===== src/design/trd_ram.sv =====
// ----------------------------------------------------------------------------
// trd_ram
// Generic single-write, single-read memory with registered read data.
// ----------------------------------------------------------------------------
module trd_ram #(
   parameter int  WIDTH  = 8,
   parameter int  DEPTH  = 16,
   localparam int ADDR_W = (DEPTH > 1) ? $clog2(DEPTH) : 1
) (
   input  logic              clock,
   input  logic              wr_en,
   input  logic [ADDR_W-1:0] wr_addr,
   input  logic [WIDTH-1:0]  wr_data,
   input  logic              rd_en,
   input  logic [ADDR_W-1:0] rd_addr,
   output logic [WIDTH-1:0]  rd_data
);

   logic [WIDTH-1:0] mem_ff [DEPTH];
   logic [WIDTH-1:0] rd_data_ff;

   always_ff @(posedge clock) begin
      if (wr_en) begin
         mem_ff[wr_addr] <= wr_data;
      end
      if (rd_en) begin
         rd_data_ff <= mem_ff[rd_addr];
      end
   end

   assign rd_data = rd_data_ff;

endmodule


===== config.mk =====
export PLATFORM = sky130hd
export DESIGN_NAME = trd_ram
export DESIGN_NICKNAME = d
export VERILOG_FILES = /design/src/design/trd_ram.sv
export SDC_FILE = /design/constraint.sdc
export NUM_CORES = 1
export LEC_CHECK = 0
export BUFFER_PORTS_ARGS = -buffer_cell sky130_fd_sc_hd__buf_4
export CAP_MARGIN = 20
export CORE_UTILIZATION = 25
export CTS_BUF_LIST = sky130_fd_sc_hd__clkbuf_4
export CTS_CLUSTER_DIAMETER = 30
export DETAILED_ROUTE_END_ITERATION = 7
export GPL_TIMING_DRIVEN = 1
export PLACE_DENSITY = 0.52
export SYNTH_ARGS = -nofsm -noshare
export SYNTH_HDL_FRONTEND = slang
export SYNTH_SLANG_ARGS = --single-unit
export TNS_END_PERCENT = 10

===== constraint.sdc =====
create_clock -name clock -period 1.76 [get_ports clock]
set_input_delay 0.264 -clock clock [delete_from_list [all_inputs] [get_ports clock]]
set_output_delay 0.264 -clock clock [all_outputs]
set_load 0.02 [all_outputs]

### Word-level counts from Yosys, hierarchy flattened

Memories as Yosys holds them, arrays and structs flattened. A register that Yosys moved wholly into a read port is not among the register bits.
Cells that the tools add are included.

| word-level totals | value |
|---|---|
| input bits | 19 |
| RAM bits | 128 |
| memories | 1 |
| flip-flop bits (word level) | 0 |
| word-level logic and storage cells | 3 |

Memories:

| name | depth | bits a word | read ports | clocked after memory_dff | write ports | RTL line | text |
|---|---|---|---|---|---|---|---|
| mem_ff | 16 | 8 | 1 | 1 | 1 | 19 | `logic [WIDTH-1:0] mem_ff [DEPTH];` |

| operators by class | value |
|---|---|
| multiplexer cells | 2 |

Operators with widths:

| kind | number |
|---|---|
| $mux W1 | 2 |

### Depth between registers and ports, before layout

Gate-level depths: netlist of run 1.

| depth | value |
|---|---|
| word-level depth | 2 |
| gate-level depth with buffers | 5 |
| depth with buffers taken out | 3 |

### Worst setup path before layout of run 1

No wires, ideal clock.

| timing path | value |
|---|---|
| kind | in2reg |
| from | in wr_addr[2] |
| to | mem mem_ff[0][0] (enable) |
| arrival time | 1374 ps |
| buffers on the path | 0 |
| cell stages on the path | 2 |
| slack | 3 ps |
| required time | 1377 ps |
| cell sequence | or3b_2 -> nor3_1 |

RTL lines:

| element | RTL line | text |
|---|---|---|
| from (decl) | 12 | `input logic [ADDR_W-1:0] wr_addr,` |
| to (decl) | 19 |  |

Straight into the memory's write port.

==> metrics.cfg, run 1 <==
[routing]
wl_per_cell_um = 18.7
drt-vias-per-instance = 4.29
drt_pass1_iterations = 4
drt_iter0_markers = 317
drcViolationCount = 0
routed_wl_um = 10600
num_vias = 2435
drtAntennaViolNets = 0

[logic_synthesis]
syn_avg_cell_area_um2 = 22.8
yosysSeqAreaShare_pct = 78.1
yosys.area.top_type_share_pct = 78.1
synth_most_common_cell = edfxtp_1
synth_common_cells = edfxtp_1 (136), mux4_2 (18), a22oi_1 (16), mux4_1 (14), nor2_1 (13)
synthArstFlopShare_pct = 0
synth-seq-cells = 136
synthFlopType = edfxtp_1
synth.largest_area_cell = edfxtp_1
ys_warn_count = 0
synth_edf_count = 136
synth_cells = 229
yosys-top-cells-area = edfxtp_1 (78%), mux4_2 (7.8%), mux4_1 (7.0%)
syn_area_um2 = 5230
synth_nets = 248
synthDistinctLibCells = 18

[sta]
post-route-period-util_pct = 86.6
slew_headroom_pct = 72.5
min_period_ns = 1.52
setup_viol_count_final = 0
drv_slew = 0
worst_pin_slew_ns = 0.413
rsz0062_at_grt = no
holdWs_ns = 0.0750
worst_clock_skew_ns = 0.0126
finalSetupTns_ns = 0
clock.fmax_mhz = 656
hold_viol = 0

[clocking]
post-cts-setup-buffers = 0
clkSlewWorstSetupHoldPaths_ns = 0.10
cts_tree = yes
max-clock-path-buffers = 2
cts-hold-fix-buffers = 0
cts_buffers = 17
htree_levels = 4
insertion_delay_ns = 0.49
cts_root_buf = clkbuf_4
post_cts_resized = 0
cts.sinks = 136

[pwr]
peakVddDrop_mv = 0.340
combPwrFrac_pct = 7.2
clkPwrFrac_pct = 26.7
p_sw_mw = 1.21
p_leak_nw = 1.99
p_int_mw = 4.33
powerDensity_nw_per_um2 = 907
p_sw_share_pct = 21.9
seq_power_share_pct = 66.1

[placed_design]
portBuffers = 26
hpwl_um = 7110
gp_congestion = 0.679

[outcome]
status = finished, final reports clean

[grt]
grt_usage_pct = 10.7
grt_pass1_wl_um = 16500
first_global_vias = 2698
antenna_found_initial = 0
grt.overflow.total = 0
grt_start_max_net_pins = 21

[job]
maxCapViolCount = 0

[die]
die_x_um = 147
core_area_um2 = 20400
io_pins = 27
die_area_um2 = 21500
start_util_pct = 25.7
row_count = 52
fp.dieH_um = 147

[setup_path]
worstPathCellList = mux4_1 > a22oi_1 > nand2_1
required_ns = 1.98
crit_fanout = 1
cp_slowest_stage_delay_ns = 0.51
cp-start-kind = flop
crit_path_top_delay_cell = mux4_1
crit_type = flop to flop
crit_arrival_ns = 1.74
endpoint_kind = flop

[worst_hold_path]
hp-class = primary input to flop

[finish]
finish.net_count = 308
syn_to_final_growth_pct = 16.7
n_antenna_cell = 0
drive_gt1_share_pct = 30.5
fin_util_pct = 30.0

[critical path, delay by kind of cell, from the launching register on]
family / cells / cell delay [ns]
muxes: 1 / 0.51
DFF: 1 / 0.37
AOI/OAI and AO/OA: 1 / 0.23
and+or+nand+nor: 1 / 0.15
[placed cells by master, fill, tap and decap left out]
master / count
nor3_1: 4
mux4_2: 18
nand3b_1: 2
nand3_1: 1
or3b_2: 1
and2b_1: 1
buf_4: 46
nand2b_1: 2
nor2b_1: 1
buf_12: 5
and2_1: 1
clkinv_1: 7
nand2_1: 9
clkinv_2: 3
clkbuf_4: 18
mux4_1: 14
a22oi_1: 16
nor2_1: 13
edfxtp_1: 136
[layer usage]
metal,routed length [um],GRT usage [%],share of wire (%),vias to the layer above
met5,0,0,0,-
met4,80,2.71,0.75,0
met3,626,3.38,5.9,5
met2,4950,16.0,47,76
met1,4960,14.9,47,1257
li1,-,-,-,1097
[registers in the layout (all words and copies together), names as in the netlist]
name,flops
mem_ff,128
rd_data,8
[stage by stage]
step	total power [mW]	setup WS [ns]	area [um^2]	cells
3_3_place_gp	4.13	-0.0640	5920	540
5_1_grt	5.76	0.146	6100	568
4_1_cts	5.60	0.207	6100	568
3_5_place_dp	4.14	-0.0667	5920	540
2_1_floorplan	3.94	0.00313	5230	229
6_report	5.54	0.237	6100	568
[logic make-up (layout without fill, tap and decap cells)]
kind of cell           after synthesis  after routing  share of synthesized area (%)
AOI/OAI and AO/OA                   16             16                           2.30
muxes                               32             32                           14.8
DFF                                136            136                           78.1
and+or+nand+nor                     35             35                           3.14
buffers and inverters               10             79                           1.65
[path summary, 6_finish.rpt]
check / slack (ns) / from / end / cells past startpoint
worst max-delay path: 0.24 / mem_ff[2][2]$_DFFE_PP_ / rd_data[2]$_DFFE_PP_ / 3
worst max register to register: 0.24 / mem_ff[2][2]$_DFFE_PP_ / rd_data[2]$_DFFE_PP_ / 3
worst min register to register: 0.76 / mem_ff[14][7]$_DFFE_PP_ / rd_data[7]$_DFFE_PP_ / 3
worst min-delay path: 0.07 / rd_en / rd_data[6]$_DFFE_PP_ / 1
[power by group through the flow]
stage / sequential (mW) / clock [mW] / combinational, mW
6_report: 3.66 / 1.48 / 0.399
5_1_grt: 3.67 / 1.66 / 0.432
4_1_cts: 3.66 / 1.53 / 0.407
3_5_place_dp: 3.74 / 0 / 0.406
3_3_place_gp: 3.73 / 0 / 0.398
2_1_floorplan: 3.75 / 0 / 0.184
[final cells by class]
type                            instances  area, um^2
Multi-Input combinational cell         83        1060
Sequential cell                       136        4080
Timing Repair Buffer                   51         445
Clock buffer                           18         135
Fill cell                            1966       14300
Tap cell                              270         338
Clock inverter                         10        41.3
No activity file was read; power rests on OpenSTA's default activity.
==> run 2: changes to the inputs <==
--- a/config.mk
+++ b/config.mk
@@ -7,6 +7,7 @@
 export LEC_CHECK = 0
 export BUFFER_PORTS_ARGS = -buffer_cell sky130_fd_sc_hd__buf_4
 export CAP_MARGIN = 20
+export CORE_ASPECT_RATIO = 0.75
 export CORE_UTILIZATION = 25
 export CTS_BUF_LIST = sky130_fd_sc_hd__clkbuf_4
 export CTS_CLUSTER_DIAMETER = 30
==> metrics.cfg, run 2 (same netlist as run 1, synthesis figures left out) <==
[outcome]
status = finished, final reports clean

[sta]
clock.fmax_mhz = 621  ; -5.5%
post-route-period-util_pct = 91.6  ; +5.0 points
slew_headroom_pct = 48.0  ; -25 points
drv_slew = 0  ; unchanged
rsz0062_at_grt = no
min_period_ns = 1.61  ; +0.0881 ns
worst_clock_skew_ns = 0.0211  ; +0.00846 ns
hold_viol = 0  ; unchanged
worst_pin_slew_ns = 0.778  ; +0.365 ns
setup_viol_count_final = 0  ; unchanged

[setup_path]
rr_endpoint = rd_data[0]$_DFFE_PP_
reg2reg_slack_ns = 0.15  ; -0.09 ns
required_ns = 2.02  ; +0.04 ns
crit_arrival_ns = 1.87  ; +0.13 ns
crit_fanout = 1  ; unchanged
cp-startpoint = mem_ff[2][0]$_DFFE_PP_
crit_type = flop to flop
rr_worst_depth = 3  ; unchanged
endpoint_kind = flop
cp-endpoint = rd_data[0]$_DFFE_PP_
r2r-start = mem_ff[2][0]$_DFFE_PP_
cp-start-kind = flop

[die]
die_x_um = 169  ; +15%
io_pins = 27  ; unchanged
die_area_um2 = 21500  ; about the same
fp.dieH_um = 127  ; -13%
core_area_um2 = 20400  ; about the same
row_count = 45  ; -13%
start_util_pct = 25.6  ; about the same

[clocking]
cts_tree = yes
htree_levels = 4  ; unchanged
post_cts_resized = 0  ; unchanged
cts_root_buf = clkbuf_4
max-clock-path-buffers = 2  ; unchanged
cts.sinks = 136  ; unchanged
clkSlewWorstSetupHoldPaths_ns = 0.13  ; +0.03 ns
cts-hold-fix-buffers = 0  ; unchanged
post-cts-setup-buffers = 0  ; unchanged
cts_buffers = 17  ; unchanged
insertion_delay_ns = 0.51  ; +0.02 ns

[finish]
drive_gt1_share_pct = 34.4  ; +3.9 points
syn_to_final_growth_pct = 21.8
stdcell_area_um2 = 6370  ; +4.3%
finish.net_count = 314  ; +1.9%
regMostFlops = mem_ff
largest_reg_flops = 128  ; unchanged
final_common_cell = edfxtp_1
nFillCells = 2014  ; +2.4%
layout_common_cells = edfxtp_1 (136), buf_4 (49), mux4_2 (18), clkbuf_4 (17), a22oi_1 (16)

[grt]
first_global_vias = 2597  ; -3.7%
grt.overflow.total = 0  ; unchanged
gr-usage-met2_pct = 15.9  ; -0.075 points
grt_use_met1_pct = 16.0  ; +1.1 points
antenna_found_initial = 1  ; +1
grt_pass1_wl_um = 16700  ; +1.3%
top_usage_layer = met1
grt_usage_pct = 11.2  ; +0.56 points
grt_util_met3_pct = 3.69  ; +0.31 points
grt_start_max_net_pins = 17  ; -19%

[routing]
num_vias = 2503  ; +2.8%
drt_iter0_markers = 349  ; +10%
routed_wl_um = 11200  ; +5.1%
drt-vias-per-instance = 4.24  ; -1.2%
drcViolationCount = 0  ; unchanged
wl_per_cell_um = 18.9  ; +1.0%
drt_pass1_iterations = 4  ; unchanged
drtAntennaViolNets = 0  ; unchanged

[pwr]
powerDensity_nw_per_um2 = 1020  ; +13%
finalPower_mw = 6.52  ; +18%
p_leak_nw = 2.10  ; +5.7%
peakVddDrop_mv = 0.489  ; +44%

[placed_design]
hpwl_um = 7340  ; +3.3%
gp_congestion = 0.712  ; +4.9%
place_area_um2 = 6000  ; +1.3%
portBuffers = 26  ; unchanged

[job]
maxCapViolCount = 0  ; unchanged

[worst_hold_path]
hp-class = primary input to flop

## run 2: worst max-delay path: stages, from the launching register on
cell	delay, ns
edfxtp_1	0.41
mux4_1	0.52
a22oi_1	0.35
nand2_1	0.10
## run 2: layout make-up
| type | count | area, um^2 | area share, % |
|---|---|---|---|
| Clock buffer | 17 | 128 | 2.00 |
| Tap cell | 282 | 353 | 5.54 |
| Timing Repair Buffer | 57 | 518 | 8.14 |
| Antenna cell | 1 | 2.50 | 0.0393 |
| Multi-Input combinational cell | 83 | 1060 | 16.6 |
| Clock inverter | 15 | 224 | 3.52 |
| Sequential cell | 136 | 4080 | 64.2 |
## run 2: layer usage
layer	share of wire [%]	up-vias
met5	0	-
met4	1.3	0
met3	7.3	12
met2	43	82
met1	49	1292
li1	-	1117
## run 2: power by group
part / internal (mW) / switching, mW
registers: 3.64 / 0.0190
logic: 0.198 / 0.228
clock network: 1.28 / 1.15
## run 2: worst min path at each step
| stage | endpoint | cells after the start | slack, ns | start |
|---|---|---|---|---|
| finish | mem_ff[13][7]$_DFFE_PP_ | 1 | 0.07 | wr_data[7] |
| global route | mem_ff[6][6]$_DFFE_PP_ | 1 | 0.02 | wr_data[6] |
| CTS | rd_data[4]$_DFFE_PP_ | 1 | 0.007 | rd_en |
| detailed placement | rd_data[3]$_DFFE_PP_ | 1 | 0.58 | rd_en |
| global placement | mem_ff[6][6]$_DFFE_PP_ | 1 | 0.57 | wr_data[6] |
| floorplan | mem_ff[0][0]$_DFFE_PP_ | 0 | 0.36 | wr_data[0] |
## run 2: per-stage QoR
stage	TNS [ns]	std cells	setup slack (ns)	util [%]	hold WS (ns)
finish	0	591	0.148	31.2	0.0730
detailed placement	-0.409	557	-0.103	29.4	0.576
global placement	-0.345	557	-0.102	29.4	0.574
floorplan	0	229	0.00313	-	0.363
global route	0	591	0.0664	31.2	0.0201
CTS	0	589	0.131	31.2	0.00669
==> run 3: changes to the inputs <==
--- a/config.mk
+++ b/config.mk
@@ -8,12 +8,13 @@
 export BUFFER_PORTS_ARGS = -buffer_cell sky130_fd_sc_hd__buf_4
 export CAP_MARGIN = 20
 export CORE_ASPECT_RATIO = 0.75
-export CORE_UTILIZATION = 25
+export CORE_MARGIN = 4
+export CORE_UTILIZATION = 57
 export CTS_BUF_LIST = sky130_fd_sc_hd__clkbuf_4
 export CTS_CLUSTER_DIAMETER = 30
 export DETAILED_ROUTE_END_ITERATION = 7
 export GPL_TIMING_DRIVEN = 1
-export PLACE_DENSITY = 0.52
+export PLACE_DENSITY = 0.89
 export SYNTH_ARGS = -nofsm -noshare
 export SYNTH_HDL_FRONTEND = slang
 export SYNTH_SLANG_ARGS = --single-unit
==> metrics.cfg, run 3 (same netlist as run 1, synthesis figures left out) <==
[finish]
finish.net_count = 311  ; -0.96%
layout_common_cells = edfxtp_1 (136), buf_4 (50), mux4_2 (18), clkbuf_4 (18), a22oi_1 (16)
largest_reg_flops = 128  ; unchanged
syn_to_final_growth_pct = 16.0
drive_gt1_share_pct = 33.4  ; -0.97 points
final_common_cell = edfxtp_1
regMostFlops = mem_ff
nFillCells = 531  ; -74%
n_antenna_cell = 0  ; -1

[worst_hold_path]
holdPathEnd = mem_ff[2][3]$_DFFE_PP_
holdPathStages = 1  ; unchanged
hp-class = primary input to flop
holdCritStartpoint = wr_data[3]

[pwr]
powerDensity_nw_per_um2 = 1060  ; +3.1%
peakVddDrop_mv = 0.796  ; +63%
seq_power_share_pct = 57.2  ; +1.0 points
p_int_mw = 5.10  ; -0.45%
p_sw_share_pct = 20.4  ; -1.1 points
p_leak_nw = 2.07  ; -1.8%
combPwrFrac_pct = 6.3  ; -0.2 points
finalPower_mw = 6.40  ; -1.8%
p_sw_mw = 1.31  ; -6.6%
clkPwrFrac_pct = 36.5  ; -0.8 points

[clocking]
cts.sinks = 136  ; unchanged
insertion_delay_ns = 0.50  ; about the same
post-cts-setup-buffers = 0  ; unchanged
post_cts_resized = 0  ; unchanged
max-clock-path-buffers = 2  ; unchanged
cts_root_buf = clkbuf_4
cts-hold-fix-buffers = 0  ; unchanged
htree_levels = 4  ; unchanged
cts_buffers = 17  ; unchanged
clkSlewWorstSetupHoldPaths_ns = 0.12  ; about the same
cts_tree = yes

[routing]
drcViolationCount = 0  ; unchanged
wl_per_cell_um = 25.1  ; +33%
drt-vias-per-instance = 6.27  ; +48%
drtAntennaViolNets = 0  ; unchanged
drt_iter0_markers = 219  ; -37%
num_vias = 2589  ; +3.4%
drt_pass1_iterations = 4  ; unchanged
routed_wl_um = 10400  ; -7.2%

[setup_path]
cp-start-kind = flop
crit_fanout = 1  ; unchanged
crit_path_top_delay_cell = mux4_1
crit_type = flop to flop
cp-startpoint = mem_ff[1][3]$_DFFE_PP_
cpLargestDelayFamily = multiplexers
crit_arrival_ns = 1.81  ; -0.06 ns
required_ns = 2.02  ; about the same
endpoint_kind = flop
rr_worst_depth = 3  ; unchanged
reg2reg_slack_ns = 0.21  ; +0.06 ns
r2r-start = mem_ff[1][3]$_DFFE_PP_
worst-path-buf-inv = 0  ; unchanged
cp_slowest_stage_delay_ns = 0.52  ; about the same
rr_endpoint = rd_data[3]$_DFFE_PP_
worstPathCellList = mux4_1 > a22oi_1 > nand2_1

[grt]
first_global_vias = 2665  ; +2.6%
antenna_found_initial = 0  ; -1
grt.overflow.total = 0  ; unchanged
grt_start_max_net_pins = 22  ; +5
grt_usage_pct = 20.6  ; +9.4 points
grt_pass1_wl_um = 15900  ; -4.7%

[die]
start_util_pct = 60.0  ; +34 points
io_pins = 27  ; unchanged
core_area_um2 = 8710  ; -57%
fp.dieH_um = 90.9  ; -29%
die_x_um = 119  ; -30%
die_area_um2 = 10800  ; -50%
row_count = 29  ; -36%

[sta]
drv_slew = 0  ; unchanged
min_period_ns = 1.55  ; -0.0606 ns
worst_clock_skew_ns = 0.0173  ; -0.00381 ns
hold_viol = 0  ; unchanged
finalSetupTns_ns = 0  ; unchanged
rsz0062_at_grt = no
post-route-period-util_pct = 88.1  ; -3.4 points
worst_pin_slew_ns = 0.353  ; -0.425 ns
slew_headroom_pct = 76.5  ; +29 points
clock.fmax_mhz = 645  ; +3.9%
setup_viol_count_final = 0  ; unchanged

[outcome]
status = finished, final reports clean

[job]
maxCapViolCount = 0  ; unchanged

[placed_design]
hpwl_um = 6880  ; -6.3%
portBuffers = 26  ; unchanged
gp_congestion = 0.758  ; +6.4%

## run 3: worst reg2reg max path: cells and delay by family (launching register included)
kind,cells,cell delay [ns]
muxes,1,0.52
AOI/OAI and AO/OA,1,0.29
and+or+nand+nor,1,0.10
DFF,1,0.39
## run 3: stage by stage
stage	area (um^2)	util, %	hold WS [ns]	instances	setup WS [ns]
after global placement	5710	65.6	0.569	380	-0.0546
after global routing	6060	69.6	0.0300	413	0.152
final	6060	69.6	0.0687	413	0.209
after floorplan	5230	-	0.363	229	0.00313
after CTS	6050	69.5	0.0175	412	0.217
after detailed placement	5710	65.6	0.577	380	-0.0647
## run 3: area by class of cell
class / instances / area (um^2) / share of cell area, %
clock buffer: 18 / 135 / 2.23
clock inverter: 14 / 205 / 3.38
multi-input combinational: 83 / 1060 / 17.4
sequential: 136 / 4080 / 67.4
tap: 108 / 135 / 2.23
timing repair buffer: 54 / 445 / 7.35
## run 3: worst max-delay path by stage
| stage | cells past startpoint | end | slack, ns |
|---|---|---|---|
| floorplan | 2 | mem_ff[0][0]$_DFFE_PP_ | 0.003 |
| global placement | 5 | rd_data[2]$_DFFE_PP_ | -0.05 |
| detailed placement | 5 | rd_data[2]$_DFFE_PP_ | -0.06 |
| CTS | 3 | rd_data[0]$_DFFE_PP_ | 0.22 |
| global route | 3 | rd_data[0]$_DFFE_PP_ | 0.15 |
| finish | 3 | rd_data[3]$_DFFE_PP_ | 0.21 |
## run 3: power by group through the flow
| stage | Combinational [mW] | Clock, mW | Sequential [mW] |
|---|---|---|---|
| 6_report | 0.406 | 2.34 | 3.66 |
| 5_1_grt | 0.432 | 2.54 | 3.67 |
| 4_1_cts | 0.405 | 2.38 | 3.66 |
| 3_5_place_dp | 0.403 | 0 | 3.74 |
| 3_3_place_gp | 0.387 | 0 | 3.73 |
| 2_1_floorplan | 0.184 | 0 | 3.75 |
## run 3: per-layer routing
metal,track usage (%),wire [um]
met1,29.0,4350
met4,6.56,142
met2,31.0,5040
met5,0,0
met3,7.27,837
