`src/design/trd_pkg.sv`:
```
// ----------------------------------------------------------------------------
// trd_pkg
// Shared constants, codes and types of the trim range distributor.
// ----------------------------------------------------------------------------
package trd_pkg;

   localparam int MAX_SHAPES = 16;
   localparam int ADDR_W     = (MAX_SHAPES > 1) ? $clog2(MAX_SHAPES) : 1;
   localparam int CNT_W      = $clog2(MAX_SHAPES + 1);

   localparam int LEN_W      = 24;
   localparam int TOT_W      = 30;
   localparam int WIN_W      = 24;
   localparam int IDX_W      = 6;
   localparam int ACT_W      = 2;
   localparam int OFS_W      = 17;
   localparam int CSR_IDX_W  = 2;
   localparam int CSR_DATA_W = 24;

   // divider: numerator below den << DIV_Q_W, so DIV_Q_W steps suffice
   localparam int DIV_NUM_W  = 40;
   localparam int DIV_DEN_W  = 24;
   localparam int DIV_Q_W    = 18;
   localparam int DIV_CNT_W  = $clog2(DIV_Q_W + 1);

   typedef enum logic [ACT_W-1:0] {
      ACT_KEEP   = 2'd0,
      ACT_TRIM   = 2'd1,
      ACT_REMOVE = 2'd2
   } action_type;

   localparam logic [CSR_IDX_W-1:0] CSR_TRIM_START = 2'd0;
   localparam logic [CSR_IDX_W-1:0] CSR_TRIM_END   = 2'd1;
   localparam logic [CSR_IDX_W-1:0] CSR_OFFSET     = 2'd2;
   localparam logic [CSR_IDX_W-1:0] CSR_MODE       = 2'd3;

   typedef struct packed {
      logic done;
   } div_sts_type;

endpackage

```
`src/design/trd_div.sv`:
```
// ----------------------------------------------------------------------------
// trd_div
// Restoring divider, one quotient bit per cycle, for numerators known to
// give a quotient of at most DIV_Q_W bits.
// ----------------------------------------------------------------------------
module trd_div (
   input  logic                          clock,
   input  logic                          reset,
   input  logic                          start,
   input  logic [trd_pkg::DIV_NUM_W-1:0] num,
   input  logic [trd_pkg::DIV_DEN_W-1:0] den,
   output trd_pkg::div_sts_type          sts,
   output logic [trd_pkg::DIV_Q_W-1:0]   quo
);

   localparam int NW = trd_pkg::DIV_NUM_W;
   localparam int DW = trd_pkg::DIV_DEN_W;
   localparam int QW = trd_pkg::DIV_Q_W;

   logic [DW-1:0]                 rem_ff;
   logic [DW-1:0]                 rem_in;
   logic [QW-1:0]                 sh_ff;
   logic [QW-1:0]                 sh_in;
   logic [DW-1:0]                 den_ff;
   logic [trd_pkg::DIV_CNT_W-1:0] cnt_ff;
   logic                          busy_ff;
   logic                          done_ff;
   logic [DW:0]                   trial;
   logic [DW:0]                   diff;
   logic                          ge;

   assign trial  = {rem_ff, sh_ff[QW-1]};
   assign diff   = trial - {1'b0, den_ff};
   assign ge     = trial >= {1'b0, den_ff};
   assign rem_in = ge ? diff[DW-1:0] : trial[DW-1:0];
   assign sh_in  = {sh_ff[QW-2:0], ge};

   always_ff @(posedge clock) begin
      if (reset) begin
         busy_ff <= 1'b0;
         done_ff <= 1'b0;
         cnt_ff  <= '0;
      end else begin
         done_ff <= 1'b0;
         if (start) begin
            rem_ff  <= {{(DW-(NW-QW)){1'b0}}, num[NW-1:QW]};
            sh_ff   <= num[QW-1:0];
            den_ff  <= den;
            cnt_ff  <= trd_pkg::DIV_CNT_W'(QW);
            busy_ff <= 1'b1;
         end else if (busy_ff) begin
            rem_ff <= rem_in;
            sh_ff  <= sh_in;
            cnt_ff <= cnt_ff - 1'b1;
            if (cnt_ff == trd_pkg::DIV_CNT_W'(1)) begin
               busy_ff <= 1'b0;
               done_ff <= 1'b1;
            end
         end
      end
   end

   assign sts.done = done_ff;
   assign quo      = sh_ff;

endmodule

```
`config.mk`:
```
export PLATFORM = sky130hd
export DESIGN_NAME = trd_div
export DESIGN_NICKNAME = d
export VERILOG_FILES = /design/src/design/trd_pkg.sv /design/src/design/trd_div.sv
export SDC_FILE = /design/constraint.sdc
export NUM_CORES = 1
export LEC_CHECK = 0
export BUFFER_PORTS_ARGS = -buffer_cell sky130_fd_sc_hd__buf_2
export CAP_MARGIN = 20
export CORE_UTILIZATION = 48
export DETAILED_ROUTE_END_ITERATION = 8
export GPL_ROUTABILITY_DRIVEN = 0
export PLACE_DENSITY = 0.74
export SLEW_MARGIN = 20
export SYNTH_ARGS = -nofsm -noshare
export SYNTH_HDL_FRONTEND = slang
export SYNTH_SLANG_ARGS = --single-unit
export TNS_END_PERCENT = 100
```
`constraint.sdc`:
```
create_clock -name clock -period 3.3 [get_ports clock]
set_input_delay 0.66 -clock clock [delete_from_list [all_inputs] [get_ports clock]]
set_output_delay 0.66 -clock clock [all_outputs]
set_load 0.01 [all_outputs]
```
* After elaboration in Yosys (flattened, before gate mapping)
Index checks and enable logic that the tools add are counted.
** Storage, ports and cells
- Bits in registers :: 73
- Input bits :: 67
- Output and inout port bits :: 19
** Operators by class
- Add/subtract/negate cells :: 2
- $lt $le $gt $ge :: 1
- Equal/unequal tests :: 1
- Muxes and demuxes :: 11
- Bitwise gates (word level) :: 2
- Reductions and logical operators :: 5
** Operator list (number)
- $mux 24 :: 2
- $mux 18 :: 2
- $ge 25x24->1 :: 1
- $sub 24x24->24 :: 1
- $mux 22 :: 1
- $mux 5 :: 2
- $eq 5x1->1 const B :: 1
- $sub 5x1->5 const B :: 1
- $mux 1 :: 4
- $reduce_and 2->1 :: 2
- $reduce_or 3->1 :: 1
- $not 1->1 :: 2
- $reduce_bool 2->1 :: 1
- $reduce_or 2->1 :: 1

* Logic depth before layout (Yosys ltp)
Gate-level depths: netlist of the first run.
- Depth after elaboration :: 4
- Mapped depth :: 12
- Mapped depth without buffers :: 10

* Least setup slack after synthesis of the first run
Ideal clock, no wire load.
- Path type :: input-to-reg
- From :: input start
- To :: register sh_ff[0], in the netlist quo[0] (enable)
- Arrival :: 3.064 ns
- Data required time :: 2.859 ns
- Path slack :: -0.205 ns
- Cell stages on the path :: 4
- Path buffers :: 2
- Cell sequence :: clkbuf_1 clkbuf_1 nor2_1 nor2_1
** On the way
- Cells in the longest elaborated chain, start to end :: 2
** RTL lines
- from (decl) :: line trd_div.sv:9 : input logic start,
- $reduce_bool 2->1 (no line)
- $reduce_and 2->1 (no line)
- to (signal assigned) :: line trd_div.sv:47 : sh_ff <= num[QW-1:0];
- to (signal assigned) :: line trd_div.sv:53 : sh_ff <= sh_in;
- to (decl) :: line trd_div.sv:22 : logic [QW-1:0] sh_ff;
Every way passes these cells.
A chain may end at the register's enable or synchronous reset.

* Worst setup path after layout of the first run
- From :: register rem_ff[3]
- To :: register rem_ff[0], data pin
** On the way
- Cells in the longest elaborated chain, start to end :: 4
** RTL lines
- from (decl) :: line trd_div.sv:20 : logic [DW-1:0] rem_ff;
- from (signal assigned) :: line trd_div.sv:46 : rem_ff <= {{(DW-(NW-QW)){1'b0}}, num[NW-1:QW]};
- from (signal assigned) :: line trd_div.sv:52 : rem_ff <= rem_in;
- $ge 25x24->1 :: line trd_div.sv:34 : assign ge = trial >= {1'b0, den_ff};
- $mux 24 :: line trd_div.sv:35 : assign rem_in = ge ? diff[DW-1:0] : trial[DW-1:0];
- $mux 24 :: line trd_div.sv:51 : end else if (busy_ff) begin
- $mux 22 :: line trd_div.sv:45 : if (start) begin
Every way passes these cells. The select of a mux whose other input is x is not followed.

==> impl_metrics.tcl, run 1 <==
set metrics [dict create \
    area_growth_pct 15.5 \
    num_io_pins 86 \
    root_buffer "clkbuf_8" \
    viasPerCell 5.80 \
    grt_max_degree 39 \
    dr.pass1.iters 7 \
    start_util_pct 50.3 \
    nNetsFinal 602 \
    worstMarginPinSlew_ns 0.676 \
    violations "DRC" \
    arrival_ns 3.20 \
    drt-wirelength-per-cell_um 16.2 \
    fin_crit_sh_pct 93.4 \
    internal-power_mw 1.70 \
    p_switching_mw 0.793 \
    antenna_left 0 \
    wl_mm 10.1 \
    drive_above_1_share_pct 26.3 \
    dieArea_um2 9710 \
    drt_iter0_markers 232 \
    netlist_instances 427 \
    min_delay_path_depth 1 \
    pwr-share-comb_pct 28.0 \
    rsz0062_at_grt "false" \
    dp_slack_ns 0.250 \
    drv_cap 0 \
    antenna_found_initial 0 \
    synth_edf_count 66 \
    yosysUniqueCellTypes 65 \
    slew_violations 0 \
    fill_cells 759 \
    cts_sinks 73 \
    status "finished with violations" \
    drc_errors 2 \
    slew_headroom_pct 54.9 \
    grt_usage_pct 21.3 \
    first_global_vias 3520 \
    max_freq_mhz 324 \
    startpoint_type "flip-flop" \
    netlist_area_um2 4470 \
    post_cts_buffers 0 \
    layout_common_cells "buf_2, edfxtp_1, inv_1" \
    powerDensity_nw_per_um2 482 \
    reg2reg_depth 9 \
    die_h_um 98.5 \
    dr_total_vias 3599 \
    tns_ns 0 \
    crit_path_max_fanout 23 \
    crit_path_end_kind "flip-flop" \
    grt_overflow 0 \
    clkTransAtPathRegs_ns 0.08 \
    cp.required_ns 3.42 \
    diodes 0 \
    ys_seq_area_share_pct 47.4 \
    io_buffers 85 \
    hold_ws_ns 0.470 \
    cts-hold-fix-buffers 0 \
    hold_viol 0 \
    finalSetupViolCount 0 \
    clock_skew_ns 0.0114 \
    grt_pass1_wl_mm 16.4 \
    rows 34 \
    cts_tree "yes" \
    p_sw_share_pct 31.8 \
    final_util_pct 58.1 \
    ys_ff_latch 73 \
    yosys_warnings 0 \
    core_region_area_um2 8890 \
    cts_made_buffers 9 \
    cts_buffer_depth 2 \
    ir_drop_mv 0.300 \
    htreeDepth 3 \
    postSynth.asyncResetShare_pct 0 \
    cts_resized 0 \
    power_frac_clock_pct 26.3 \
    dp_hpwl_mm 7.15 \
    crit_type "flip-flop to flip-flop" \
    synth_ff_type "edfxtp_1" \
    worst_slack_ns 0.217 \
    final_common_cell "buf_2" \
    insertion_delay_ns 0.36 \
    hold_path_class "input pin to flip-flop" \
    power_frac_seq_pct 45.7 \
    power.leakage_nw 2.18 \
    syn_nets 521 \
    syn-mean-instance-area_um2 10.5 \
    final.min_clock_period_ns 3.08 \
    die_w_um 98.5 \
]
-- Yosys cell counts (all sizes together) (2+ instances only) --
cell / number / area, µm²
a211oi: 6 / 45.0
o21ai: 16 / 80.1
a311o: 2 / 20.0
o211ai: 2 / 15.0
nand2b: 2 / 12.5
nor4: 2 / 12.5
inv: 32 / 120
clkbuf: 12 / 45.0
a221o: 3 / 30.0
nor2: 31 / 116
xnor2: 8 / 70.1
mux2i: 2 / 20.0
a21o: 13 / 97.6
o21a: 4 / 31.3
and3: 7 / 43.8
a21boi: 3 / 22.5
nor4b: 5 / 43.8
nor3: 14 / 81.3
ha: 26 / 325
o2bb2ai: 3 / 26.3
xor2: 4 / 35.0
buf: 8 / 61.3
or3: 8 / 51.3
a2bb2oi: 6 / 52.6
nand2: 30 / 113
a31oi: 8 / 50.1
nor2b: 2 / 12.5
a311oi: 4 / 35.0
nand3: 13 / 65.1
nand4: 8 / 50.1
edfxtp: 66 / 1980
mux2: 20 / 229
or2: 3 / 18.8
and4: 3 / 28.8
a21oi: 27 / 139
dfxtp: 7 / 140
-- area by class of cell --
type                            count  area, µm²  area share, %
Clock buffer                       11        141           2.74
Clock inverter                      5       38.8          0.750
Timing Repair Buffer               90        475           9.20
Multi-Input combinational cell    302       2140           41.3
Inverter                           32        120           2.32
Tap cell                          108        135           2.61
Sequential cell                    73       2120           41.1
-- path summary, 6_finish.rpt --
kind                                 from    endpoint  slack (ns)
worst max-delay path            rem_ff[3]   rem_ff[0]        0.22
worst min-delay path              den[20]  den_ff[20]        0.47
worst max register to register  rem_ff[3]   rem_ff[0]        0.22
worst min register to register     quo[4]      quo[5]        0.58
-- stage by stage --
step	total power [mW]	instances	area [µm²]
final	2.49	621	5170
after global routing	2.63	621	5170
after CTS	2.50	621	5170
after detailed placement	1.85	605	4990
after global placement	1.83	605	4990
after floorplan	1.68	427	4480
-- layer usage --
metal / vias to the layer above / global-route usage, % / wire length (µm)
met4: 0 / 5.28 / 114
li1: 1777 / - / -
met2: 109 / 35.6 / 4610
met3: 15 / 5.11 / 701
met1: 1698 / 28.1 / 4630
met5: - / 0 / 0
-- worst max-delay path, cell delays in order (launching register included) --
cell,delay [ns]
edfxtp_1,0.40
ha_1,0.38
a21o_1,0.23
a31o_1,0.26
o21a_1,0.23
o21a_2,0.24
nor3_4,0.36
buf_4,0.35
mux2i_1,0.12
mux2_2,0.26
-- sequential cells by signal, indices dropped and copies added (netlist names) --
name	count
quo	18
sts	1
cnt_ff	5
rem_ff	24
busy_ff	1
den_ff	24
-- cells by family (layout without fill, tap and decap cells) --
logic type	after synthesis	in the layout	share of synthesized area [%]
simple gates	132	132	15.2
xor+xnor	12	12	2.35
mux	22	22	5.56
fa+ha+maj	27	27	7.72
flops	73	73	47.4
compound gates	109	109	16.7
buf+inv	52	138	5.06
-- power groups by stage --
| stage | Sequential (mW) | Clock, mW | Combinational [mW] |
|---|---|---|---|
| after floorplan | 1.16 | 0 | 0.525 |
| after detailed placement | 1.16 | 0 | 0.691 |
| after global placement | 1.16 | 0 | 0.676 |
| after global routing | 1.15 | 0.703 | 0.776 |
| after CTS | 1.14 | 0.667 | 0.696 |
| final | 1.14 | 0.656 | 0.698 |
(Power assumes the default switching activity.)
==> run 2: changes to the inputs <==
Settings changed: CELL_PAD_IN_SITES_DETAIL_PLACEMENT set to 1, CELL_PAD_IN_SITES_GLOBAL_PLACEMENT set to 1, CORE_ASPECT_RATIO set to 1.4, CORE_UTILIZATION 48 to 39, PLACE_DENSITY 0.74 to unset, PLACE_DENSITY_LB_ADDON set to 0.1.
==> impl_metrics.tcl, run 2 (same netlist as run 1, synthesis figures left out) <==
set metrics [dict create \
    status "complete, no violations" \
    reg2reg_depth 9 \
    drive_above_1_share_pct 26.7 \
    hold_viol 0 \
    crit_path_end_kind "flip-flop" \
    root_buffer "clkbuf_16" \
    dieArea_um2 11900 \
    slew_violations 0 \
    start_util_pct 40.8 \
    final.min_clock_period_ns 2.90 \
    grt_max_degree 39 \
    final_common_cell "buf_2" \
    hold_ws_ns 0.485 \
    drt_iter0_markers 165 \
    cp.required_ns 3.46 \
    nNetsFinal 605 \
    worstMarginPinSlew_ns 0.724 \
    crit_path_max_fanout 25 \
    num_io_pins 86 \
    io_buffers 85 \
    antenna_found_initial 0 \
    drc_errors 0 \
    clkTransAtPathRegs_ns 0.06 \
    cts_resized 0 \
    finalSetupViolCount 0 \
    arrival_ns 3.06 \
    slew_headroom_pct 51.7 \
    tns_ns 0 \
    cts_sinks 73 \
    rsz0062_at_grt "false" \
    grt_pass1_wl_mm 19.9 \
    cts_made_buffers 9 \
    cts_buffer_depth 2 \
    clock_skew_ns 0.0118 \
    min_delay_path_depth 1 \
    drv_cap 0 \
    ir_drop_mv 0.248 \
    powerDensity_nw_per_um2 538 \
    power.leakage_nw 2.25 \
    dr_total_vias 3637 \
    startpoint_type "flip-flop" \
    first_global_vias 4020 \
    max_freq_mhz 345 \
    rows 45 \
    cts_tree "yes" \
    area_growth_pct 19.8 \
    die_w_um 92.5 \
    core_region_area_um2 11000 \
    fin_crit_sh_pct 87.8 \
    cts-hold-fix-buffers 0 \
    dr.pass1.iters 4 \
    insertion_delay_ns 0.35 \
    post_cts_buffers 0 \
    htreeDepth 3 \
    viasPerCell 5.54 \
    die_h_um 129 \
    diodes 0 \
    wl_mm 12.4 \
    dp_hpwl_mm 9.02 \
    hold_path_class "input pin to flip-flop" \
    grt_overflow 0 \
    layout_common_cells "buf_2, edfxtp_1, inv_1" \
    crit_type "flip-flop to flip-flop" \
    antenna_left 0 \
    grt_usage_pct 22.0 \
    drt-wirelength-per-cell_um 18.8 \
]
==> run 2: area by class of cell <==
| type | instances | area, µm² |
|---|---|---|
| repair buffers | 93 | 510 |
| inverters | 32 | 120 |
| flip-flops and latches | 73 | 2120 |
| well taps | 141 | 176 |
| multi-input cells | 302 | 2140 |
| clock inverters | 7 | 68.8 |
| clock buffers | 9 | 225 |
| fillers | 1254 | 5620 |
==> run 2: worst max-delay path, stage by stage (launching register included) <==
cell and delay, ns:
edfxtp_1 0.40, ha_1 0.49, and4_1 0.33, nand4_1 0.17
nor4b_1 0.32, o21a_2 0.22, nor3_4 0.05, buf_12 0.18
or4_1 0.47, o311ai_1 0.09
==> run 2: final timing paths <==
path | start | end | slack (ns)
worst max-delay path | rem_ff[18] | rem_ff[22] | 0.40
worst min-delay path | den[3] | den_ff[3] | 0.49
worst max register to register | rem_ff[18] | rem_ff[22] | 0.40
worst min register to register | cnt_ff[4] | cnt_ff[4] | 0.57
==> run 2: stage by stage <==
stage          util (%)  std cells  instance area (µm²)  worst slack (ns)  power [mW]
2_1_floorplan         -        427                 4480             0.483        1.68
3_3_place_gp       46.1        641                 5060             0.508        1.88
3_5_place_dp       46.1        641                 5060             0.420        1.91
4_1_cts            48.8        657                 5360             0.392        2.91
5_1_grt            48.8        657                 5360             0.209        3.03
6_report           48.8        657                 5360             0.402        2.88
==> run 2: routing by layer <==
layer	part of all wire (%)	track usage, %	vias to the layer above	wire [µm]
met3	3.0	4.20	18	371
met2	55	41.4	64	6790
met4	1.8	8.82	0	223
met5	0	0	-	0
met1	40	24.0	1770	4970
li1	-	-	1785	-
==> run 2: report_power, final <==
| group | internal [mW] | switching [mW] |
|---|---|---|
| sequential | 1.10 | 0.0371 |
| combinational | 0.315 | 0.439 |
| clock | 0.584 | 0.405 |
| total | 2.00 | 0.881 |
==> run 3: changes to the inputs <==
Settings changed: BUFFER_PORTS_ARGS -buffer_cell sky130_fd_sc_hd__buf_2 to unset, CORE_ASPECT_RATIO 1.4 to 1.2, CORE_UTILIZATION 39 to 45, DONT_BUFFER_PORTS set to 1.
==> impl_metrics.tcl, run 3 (same netlist as run 1, synthesis figures left out) <==
set metrics [dict create \
    status "complete, no violations" \
    p_sw_share_pct 30.3 \
    power_frac_seq_pct 42.7 \
    arrival_ns 3.09 \
    dr_total_vias 3343 \
    grt_overflow 0 \
    finalSetupViolCount 0 \
    route.met2.wl_mm 5.32 \
    layout_common_cells "edfxtp_1, inv_1, nand2_1" \
    met1_length_mm 4.79 \
    drv_cap 0 \
    cts_made_buffers 9 \
    cts_resized 0 \
    num_io_pins 86 \
    area_growth_pct 8.36 \
    startpoint_type "flip-flop" \
    crit_path_max_fanout 15 \
    root_buffer "clkbuf_16" \
    die_h_um 111 \
    crit_type "flip-flop to flip-flop" \
    ir_drop_mv 0.314 \
    power_frac_clock_pct 33.1 \
    drt_iter0_markers 138 \
    cp.required_ns 3.38 \
    critPathLaunch "rem_ff[16]" \
    final.min_clock_period_ns 3.01 \
    cts_sinks 73 \
    drc_errors 0 \
    grt_pass1_wl_mm 17.5 \
    r2r-end "rem_ff[21]" \
    hold_path_class "input pin to flip-flop" \
    crit_path_end_kind "flip-flop" \
    grt_usage_pct 22.1 \
    r2r-start "rem_ff[16]" \
    pwr-share-comb_pct 24.2 \
    min-delay-start "reset" \
    drive_above_1_share_pct 11.9 \
    rows 39 \
    crit_path_end "rem_ff[21]" \
    fin_crit_sh_pct 91.3 \
    antenna_found_initial 0 \
    met3_length_um 532 \
    powerDensity_nw_per_um2 556 \
    wl_mm 10.8 \
    dp_hpwl_mm 7.76 \
    die_w_um 93.0 \
    power.leakage_nw 1.89 \
    placed_cells 537 \
    clkTransAtPathRegs_ns 0.06 \
    hold_ws_ns 0.386 \
    tns_ns 0 \
    first_global_vias 3539 \
    slew_headroom_pct 51.1 \
    internal-power_mw 1.88 \
    viasPerCell 6.05 \
    p_switching_mw 0.817 \
    reg2reg_depth 8 \
    diodes 0 \
    nNetsFinal 519 \
    cts_tree "yes" \
    regToRegSetupSlack_ns 0.29 \
    io_buffers 0 \
    rsz0062_at_grt "false" \
    dieArea_um2 10300 \
    htreeDepth 3 \
    post_cts_buffers 0 \
    grt_max_degree 45 \
    cts_buffer_depth 2 \
    clock_skew_ns 0.00917 \
    cts-hold-fix-buffers 0 \
    final_common_cell "edfxtp_1" \
    dr.pass1.iters 4 \
    slew_violations 0 \
    hold_viol 0 \
    antenna_left 0 \
    insertion_delay_ns 0.34 \
    stdcell_count 553 \
    fin_total_pwr_mw 2.69 \
    top_layer_used "met4" \
    max_freq_mhz 332 \
    worstMarginPinSlew_ns 0.733 \
    drt-wirelength-per-cell_um 19.6 \
    core_region_area_um2 9610 \
    start_util_pct 46.5 \
]
==> run 3: layout make-up <==
class | count | area [µm²]
Clock buffer | 10 | 229
Clock inverter | 6 | 35.0
Timing Repair Buffer | 7 | 52.6
Multi-Input combinational cell | 302 | 2140
Sequential cell | 73 | 2120
Inverter | 32 | 120
Fill cell | 1058 | 4760
Tap cell | 123 | 154
==> run 3: worst min-delay path by stage <==
stage,end,slack [ns],cells after the start
finish,cnt_ff[1],0.39,1
global route,cnt_ff[1],0.39,1
CTS,cnt_ff[4],0.38,1
detailed placement,cnt_ff[3],0.56,2
global placement,cnt_ff[3],0.55,2
floorplan,sts,0.53,1
==> run 3: layer usage <==
metal / up-vias / track usage [%]
met4: 0 / 8.51
met5: - / 0
met2: 79 / 37.4
met1: 1641 / 27.0
li1: 1607 / -
met3: 16 / 5.08
==> run 3: critical path, stage by stage (launching register included) <==
cell,delay (ns)
edfxtp_1,0.41
ha_1,0.45
and4_1,0.31
nand4_1,0.17
nor4b_1,0.32
o21a_2,0.22
or3_1,0.52
and4_4,0.31
nor3_1,0.05
==> run 3: power by group through the flow <==
stage | Combinational [mW] | Sequential [mW] | Clock [mW]
6_report | 0.652 | 1.15 | 0.892
3_3_place_gp | 0.636 | 1.17 | 0
5_1_grt | 0.735 | 1.16 | 0.935
3_5_place_dp | 0.653 | 1.17 | 0
2_1_floorplan | 0.525 | 1.16 | 0
4_1_cts | 0.658 | 1.15 | 0.921
==> run 3: stage by stage <==
stage	utilization (%)	instance area, µm²	setup WS, ns
after floorplan	-	4480	0.483
after global placement	47.7	4580	0.410
after detailed placement	47.7	4580	0.306
after CTS	50.4	4850	0.251
after global routing	50.4	4850	0.0908
final	50.4	4850	0.289
